==> src/sbcl_pkg.sv <==
// Shared types and constants of the swept box collision limiter.
package sbcl_pkg;

  typedef enum logic [1:0] {
    CMD_LOAD    = 2'd0,
    CMD_COLLIDE = 2'd1,
    CMD_STEP    = 2'd2,
    CMD_NOP     = 2'd3
  } cmd_e;

  localparam int unsigned DivW      = 52;
  localparam int unsigned DivDigits = 4;
  localparam int unsigned DivIters  = DivW / DivDigits;
  localparam int unsigned DivCntW   = $clog2(DivIters);

  localparam logic signed [63:0] TimeInf = 64'sd1 <<< 62;

  typedef struct packed {
    logic busy;
    logic done;
  } div_stat_t;

endpackage

==> src/sbcl_div.sv <==
// Iterative signed divider, four quotient bits per cycle, truncating toward zero.
module sbcl_div (
  input  logic                            clk_i,
  input  logic                            rst_ni,
  input  logic                            start_i,
  input  logic signed [sbcl_pkg::DivW-1:0] dividend_i,
  input  logic signed [31:0]              divisor_i,
  output sbcl_pkg::div_stat_t             stat_o,
  output logic signed [63:0]              quot_o
);
  import sbcl_pkg::*;

  logic                 busy_q, busy_d, done_q, done_d;
  logic [DivCntW-1:0]   cnt_q, cnt_d;
  logic                 neg_q, neg_d;
  logic [31:0]          den_q, den_d;
  logic [32:0]          rem_q, rem_d, rem_w;
  logic [DivW-1:0]      quo_q, quo_d, quo_w, quo_s;

  always_comb begin
    rem_w = rem_q;
    quo_w = quo_q;
    for (int i = 0; i < DivDigits; i++) begin
      rem_w = {rem_w[31:0], quo_w[DivW-1]};
      quo_w = {quo_w[DivW-2:0], 1'b0};
      if (rem_w >= {1'b0, den_q}) begin
        rem_w    = rem_w - {1'b0, den_q};
        quo_w[0] = 1'b1;
      end
    end
  end

  always_comb begin
    busy_d = busy_q;
    done_d = 1'b0;
    cnt_d  = cnt_q;
    neg_d  = neg_q;
    den_d  = den_q;
    rem_d  = rem_q;
    quo_d  = quo_q;
    if (start_i) begin
      busy_d = 1'b1;
      cnt_d  = '0;
      neg_d  = dividend_i[DivW-1] ^ divisor_i[31];
      den_d  = divisor_i[31] ? 32'(-divisor_i) : divisor_i;
      rem_d  = '0;
      quo_d  = dividend_i[DivW-1] ? DivW'(-dividend_i) : dividend_i;
    end else if (busy_q) begin
      rem_d = rem_w;
      quo_d = quo_w;
      cnt_d = cnt_q + 1'b1;
      if (cnt_q == DivCntW'(DivIters - 1)) begin
        busy_d = 1'b0;
        done_d = 1'b1;
      end
    end
  end

  always_ff @(posedge clk_i or negedge rst_ni) begin
    if (!rst_ni) begin
      busy_q <= 1'b0;
      done_q <= 1'b0;
      cnt_q  <= '0;
    end else begin
      busy_q <= busy_d;
      done_q <= done_d;
      cnt_q  <= cnt_d;
    end
  end

  always_ff @(posedge clk_i) begin
    neg_q <= neg_d;
    den_q <= den_d;
    rem_q <= rem_d;
    quo_q <= quo_d;
  end

  assign quo_s       = neg_q ? (~quo_q + 1'b1) : quo_q;
  assign quot_o      = {{(64 - DivW){quo_s[DivW-1]}}, quo_s};
  assign stat_o.busy = busy_q;
  assign stat_o.done = done_q;

endmodule
==> config.mk <==
export PLATFORM = sky130hd
export DESIGN_NAME = sbcl_div
export DESIGN_NICKNAME = d
export VERILOG_FILES = /design/src/sbcl_pkg.sv /design/src/sbcl_div.sv
export SDC_FILE = /design/constraint.sdc
export NUM_CORES = 1
export LEC_CHECK = 0
export BUFFER_PORTS_ARGS = -buffer_cell sky130_fd_sc_hd__buf_2
export CORE_UTILIZATION = 60
export CTS_BUF_LIST = sky130_fd_sc_hd__clkbuf_4 sky130_fd_sc_hd__clkbuf_8 sky130_fd_sc_hd__clkbuf_16
export CTS_CLUSTER_SIZE = 10
export DETAILED_ROUTE_END_ITERATION = 10
export PLACE_DENSITY_LB_ADDON = 0.1
export SLEW_MARGIN = 20
export SYNTH_ARGS = -nofsm -noshare
export SYNTH_HDL_FRONTEND = slang
export SYNTH_SLANG_ARGS = --single-unit
==> constraint.sdc <==
create_clock -name clk_i -period 22.7 [get_ports clk_i]
set_clock_uncertainty 0.1 [all_clocks]
set_input_delay 5.675 -clock clk_i [delete_from_list [all_inputs] [get_ports clk_i]]
set_output_delay 5.675 -clock clk_i [all_outputs]
set_load 0.005 [all_outputs]
# Yosys cells after proc, flatten, opt, wreduce, memory -nomap -nowiden

Cells that the tools add are included.

Multiply operators: 0
Add/subtract/negate cells: 8
Shift operators: 0
Reductions and logical operators: 1
Div/mod/pow operators: 0
Magnitude comparators: 4
Eq/ne operators: 1
Bitwise logic cells: 2
Muxes and demuxes: 21

Operator list:

| operator                                      | count |
|---|---|
| 2-to-1 mux 52 bit                             | 4 |
| >= comparator 33 x 32 -> 1 bit                | 4 |
| 2-to-1 mux 32 bit                             | 4 |
| subtractor 32 bit                             | 4 |
| adder 52 x 1 -> 52 bit, second input constant | 1 |
| negation 52 bit                               | 1 |
| inverter 52 bit                               | 1 |
| negation 32 bit                               | 1 |
| 2-to-1 mux 31 bit                             | 1 |
| 2-to-1 mux 1 bit                              | 10 |
| 2-to-1 mux 4 bit                              | 2 |
| adder 4 x 1 -> 4 bit, second input constant   | 1 |
| == test 4 bit, second input constant          | 1 |
| nonzero test 2 bit                            | 1 |
| bitwise XOR 1 bit                             | 1 |

Logic and storage cells: 45
Memory bits (writable): 0
Bits in registers: 123
Bits in latches: 0
ROM bits: 0
Memories kept: 0
Bits of input ports: 87

# Longest topological paths before layout

Depth after elaboration: 10
Gate-level depth with buffers: 55
Mapped depth without buffers: 49

# Least setup slack after synthesis

OpenSTA, ideal clock, no wires.

Path kind: register to register
From: register den_q[28]
To: register rem_q[30]
Library setup time: 0.091 ns
Arrival time: 11.264 ns
Path buffers: 6
Setup slack: 11.245 ns
Stages on the path, launching flop included: 49
Required time: 22.509 ns
Cells stage by stage: edfxtp_1 -> inv_1 -> ha_1 -> clkbuf_1 -> nand4_1 -> nor2_1 -> nand2_1 -> or4_1 -> clkbuf_1 -> o21ai_1 -> clkbuf_1 -> mux2_2 -> ha_1 -> a21oi_1 -> nor2_1 -> a2111oi_0 -> a21oi_1 -> o211a_1 -> [13 not listed] -> o21ai_0 -> nand2_1 -> a21oi_1 -> clkbuf_1 -> mux2_2 -> ha_1 -> a21oi_1 -> o22ai_1 -> o41a_1 -> a221o_1 -> a2111o_1 -> a31oi_1 -> nand3_1 -> a31o_2 -> a21oi_1 -> xnor2_1 -> nand2_1 -> a311oi_1

Cells in the longest elaborated chain, start to end: 8
Elaborated cells between the ends (all ways): 12
Classes of those cells: add/sub: 4; order compare: 4; mux: 4

Ends and longest elaborated chain:

| element                                                                    | line                           | RTL |
|---|---|---|
| start, declared                                                            | sbcl_div.sv:16                 | `logic [31:0] den_q, den_d;` |
| start signal, assigned                                                     | sbcl_div.sv:73                 | `den_q <= den_d;` |
| subtractor 32 bit / >= comparator 33 x 32 -> 1 bit (equally long branches) | sbcl_div.sv:27, sbcl_div.sv:26 |  |
| 2-to-1 mux 32 bit                                                          | sbcl_div.sv:26                 | `if (rem_w >= {1'b0, den_q}) begin` |
| subtractor 32 bit / >= comparator 33 x 32 -> 1 bit (equally long branches) | sbcl_div.sv:27, sbcl_div.sv:26 |  |
| 2-to-1 mux 32 bit                                                          | sbcl_div.sv:26                 |  |
| >= comparator 33 x 32 -> 1 bit / subtractor 32 bit (equally long branches) | sbcl_div.sv:26, sbcl_div.sv:27 |  |
| 2-to-1 mux 32 bit                                                          | sbcl_div.sv:26                 |  |
| subtractor 32 bit / >= comparator 33 x 32 -> 1 bit (equally long branches) | sbcl_div.sv:27, sbcl_div.sv:26 |  |
| 2-to-1 mux 32 bit *                                                        | sbcl_div.sv:26                 |  |
| end signal, assigned                                                       | sbcl_div.sv:74                 | `rem_q <= rem_d;` |
| end, declared                                                              | sbcl_div.sv:17                 | `logic [32:0] rem_q, rem_d, rem_w;` |

Every way passes the cells marked *; elsewhere a longest branch is shown, timed or not.
A chain may end at the register's enable or synchronous reset.

# Worst setup path in the final report

From: register den_q[1]
To: register rem_q[0]

Cells in the longest elaborated chain, start to end: 8
Elaborated cells between the ends (all ways): 11
Classes of those cells: add/sub: 3; order compare: 4; mux: 4

Ends and longest elaborated chain:

| element                                                                    | line |
|---|---|
| subtractor 32 bit / >= comparator 33 x 32 -> 1 bit (equally long branches) | sbcl_div.sv:27, sbcl_div.sv:26 |
| 2-to-1 mux 32 bit                                                          | sbcl_div.sv:26 |
| subtractor 32 bit / >= comparator 33 x 32 -> 1 bit (equally long branches) | sbcl_div.sv:27, sbcl_div.sv:26 |
| 2-to-1 mux 32 bit                                                          | sbcl_div.sv:26 |
| subtractor 32 bit / >= comparator 33 x 32 -> 1 bit (equally long branches) | sbcl_div.sv:27, sbcl_div.sv:26 |
| 2-to-1 mux 32 bit                                                          | sbcl_div.sv:26 |
| >= comparator 33 x 32 -> 1 bit *                                           | sbcl_div.sv:26 |
| 2-to-1 mux 32 bit *                                                        | sbcl_div.sv:26 |

Marks and branches as above.

==> flow_metrics.py <==
metrics = {
    "synth": {
        "ys_types": 72,
        "avgSynthCellArea_um2": 7.99,
        "yosysMostFrequentCell": "nor2_1",
        "synth_common_cells": "185 x nor2_1, 183 x a21oi_1, 156 x xnor2_1",
        "syn-instance-count": 1903,
        "yosysWarnings": 0,
        "ys_seq_area_share_pct": 22.0,
        "synth_top_area_cell": "edfxtp_1",
        "synth-edff-count": 85,
        "synth.area.top_cells": "edfxtp_1 17%, ha_1 11%, xnor2_1 9.0%, a21oi_1 6.0%, xor2_1 4.6%",
        "ys_seq_elements": 123,
        "async_flop_share_pct": 4.88,
        "synth.top_cell.area_share_pct": 16.8,
        "synth_ff_type": "edfxtp_1",
        "synth_fp_nets": 2127,
        "syn_area_um2": 15200,
    },
    "global_route": {
        "grt_max_degree": 110,
        "grt_overflow_total": 0,
        "grt_pass1_vias": 13912,
        "grt_pass1_wl_um": 74200,
        "track_usage_pct": 36.5,
        "antenna_found_initial": 1,
    },
    "critical_path": {
        "cp.arrival_ns": 13.92,
        "path_class": "register to register",
        "cpPeakStageDelay_ns": 0.76,
        "required_ns": 22.92,
        "startpoint_type": "register",
        "crit_slowest_cell": "a211oi_1",
        "rr_worst_depth": 45,
        "worst-path-max-fanout": 43,
        "cp-end-kind": "register",
    },
    "route": {
        "viasPerCell": 6.53,
        "drc": 0,
        "drt_first_pass_iters": 6,
        "dr.first_iter.drc_count": 1556,
        "ant_nets": 0,
        "wl_per_cell_um": 20.5,
        "drt_wl_total_um": 47700,
        "vias": 15225,
    },
    "clocking": {
        "cts_resized": 0,
        "cts_tree": "built",
        "cts.sinks": 123,
        "insertion_delay_ns": 0.43,
        "clkTransAtPathRegs_ns": 0.07,
        "ctsHoldBuffers": 0,
        "root_buffer": "clkbuf_16",
        "clockBufferDepth": 2,
        "cts_made_buffers": 17,
        "h-tree-depth": 4,
        "postCtsSetupBuffers": 0,
    },
    "sta": {
        "tightest_slew_ns": 1.03,
        "grt_setup_unrepaired": "no",
        "timing.final.hold_violations": 0,
        "fin_crit_sh_pct": 60.3,
        "fin_setup_tns_ns": 0,
        "slew_headroom_pct": 29.6,
        "post-route-min-period_ns": 13.70,
        "final_max_slew_viol_count": 0,
        "clock.fmax_ghz": 0.0730,
        "setup_viol": 0,
    },
    "floorplan": {
        "die_w_um": 161,
        "num_rows": 57,
        "io_pins": 153,
        "die_area_um2": 26000,
        "fp.dieH_um": 161,
        "start_util_pct": 61.8,
        "core-area_um2": 24600,
    },
    "place": {
        "port_buffers": 152,
        "gp_congestion": 0.998,
        "hpwl_um": 37400,
    },
    "layout": {
        "nets": 2218,
        "insertedDiodeCount": 0,
        "synthToLayoutAreaGrowth_pct": 9.63,
        "n_fill_cell": 2159,
        "drive_gt1_share_pct": 13.5,
    },
    "flow_run": {
        "drv_cap": 0,
    },
    "run_status": {
        "outcome": "finished, final reports clean",
    },
    "hold_path": {
        "hp-class": "register to register",
        "holdPathStages": 2,
    },
}
-- placed cells by master (no fill, tap or decap), types with 6 or more instances in the layout --
cell type,n
and2_1,7
nand4_1,22
o21ai_0,107
clkinv_4,6
o31ai_1,49
and3_1,11
buf_2,151
or4_1,18
and4_1,6
o41ai_1,13
o211ai_1,17
clkbuf_16,17
a21boi_0,11
o21bai_1,15
a21o_1,47
nor4_1,8
xnor2_1,156
mux2i_1,30
nand2b_1,24
or3_1,29
o21a_1,19
nor2_1,185
inv_1,87
buf_4,9
a31oi_1,18
nor2b_1,16
ha_1,133
a21oi_1,182
mux2_2,52
xor2_1,80
nand3_1,44
a211oi_1,34
nor3_1,36
nand2_1,141
dfxtp_1,32
edfxtp_1,85
o2111ai_1,7
-- flip-flops by register name, indices dropped and copies added (netlist names) --
register / flops
busy_q: 1
cnt_q: 4
den_q: 32
done_q: 1
neg_q: 1
quo_q: 52
rem_q: 32
-- final timing paths --
check | startpoint | to | slack, ns
max | den_q[1]$_DFFE_PP_ | rem_q[0]$_SDFFE_PP0P_ | 9.00
min | rem_q[9]$_SDFFE_PP0P_ | rem_q[9]$_SDFFE_PP0P_ | 0.43
max reg2reg | den_q[1]$_DFFE_PP_ | rem_q[0]$_SDFFE_PP0P_ | 9.00
min reg2reg | rem_q[9]$_SDFFE_PP0P_ | rem_q[9]$_SDFFE_PP0P_ | 0.43
max in group asynchronous | rst_ni | busy_q$_DFF_PN0_ | 17.37
min in group asynchronous | rst_ni | cnt_q[3]$_DFFE_PN0P_ | 4.97
-- stage by stage --
step | setup WS (ns) | cell area, µm² | std cells | util, % | hold WS, ns
2_1_floorplan | 11.25 | 15200 | 1903 | - | 0.356
3_3_place_gp | 9.71 | 16100 | 2299 | 65.4 | 0.399
3_5_place_dp | 9.40 | 16100 | 2299 | 65.4 | 0.406
4_1_cts | 9.35 | 16700 | 2331 | 67.7 | 0.415
5_1_grt | 8.24 | 16700 | 2331 | 67.7 | 0.440
6_report | 9.00 | 16700 | 2331 | 67.7 | 0.425
-- logic make-up (layout without fill, tap and decap cells) --
| logic type | count (synthesis) | in the layout | share of synthesized area [%] |
|---|---|---|---|
| compound gates | 580 | 580 | 24.5 |
| simple gates | 568 | 568 | 17.9 |
| xor+xnor | 236 | 236 | 13.6 |
| buf+inv | 177 | 281 | 4.76 |
| fa+ha+maj | 137 | 137 | 11.5 |
| flops | 123 | 123 | 22.0 |
| mux | 82 | 82 | 5.83 |
-- worst max-delay path: cells and delay by family (launching register included) --
family                   cells  cell delay, ns
AO/OA/AOI/OAI               26            7.34
AND/OR/NAND/NOR              8            1.66
buffers and inverters        4            1.44
flip-flops                   1            0.46
multiplexers                 3            1.18
adder cells (fa/ha/maj)      4            1.33
-- routing by layer --
layer	vias up	wire length, µm	global-route usage (%)
met2	787	21100	57.7
met5	-	0	0
li1	7202	-	-
met4	0	1490	12.0
met3	110	4650	6.42
met1	7126	20500	50.3
-- final cells by class --
class | count | area [µm²] | share of cell area [%]
multi-input cells | 1603 | 11200 | 67.0
flip-flops and latches | 123 | 3340 | 20.1
repair buffers | 161 | 835 | 5.01
clock buffers | 18 | 433 | 2.60
well taps | 324 | 405 | 2.43
inverters | 88 | 332 | 1.99
clock inverters | 14 | 140 | 0.841
Power is not shown: default switching activity piles up to over one toggle a cycle in this logic, so the estimate is an artifact.
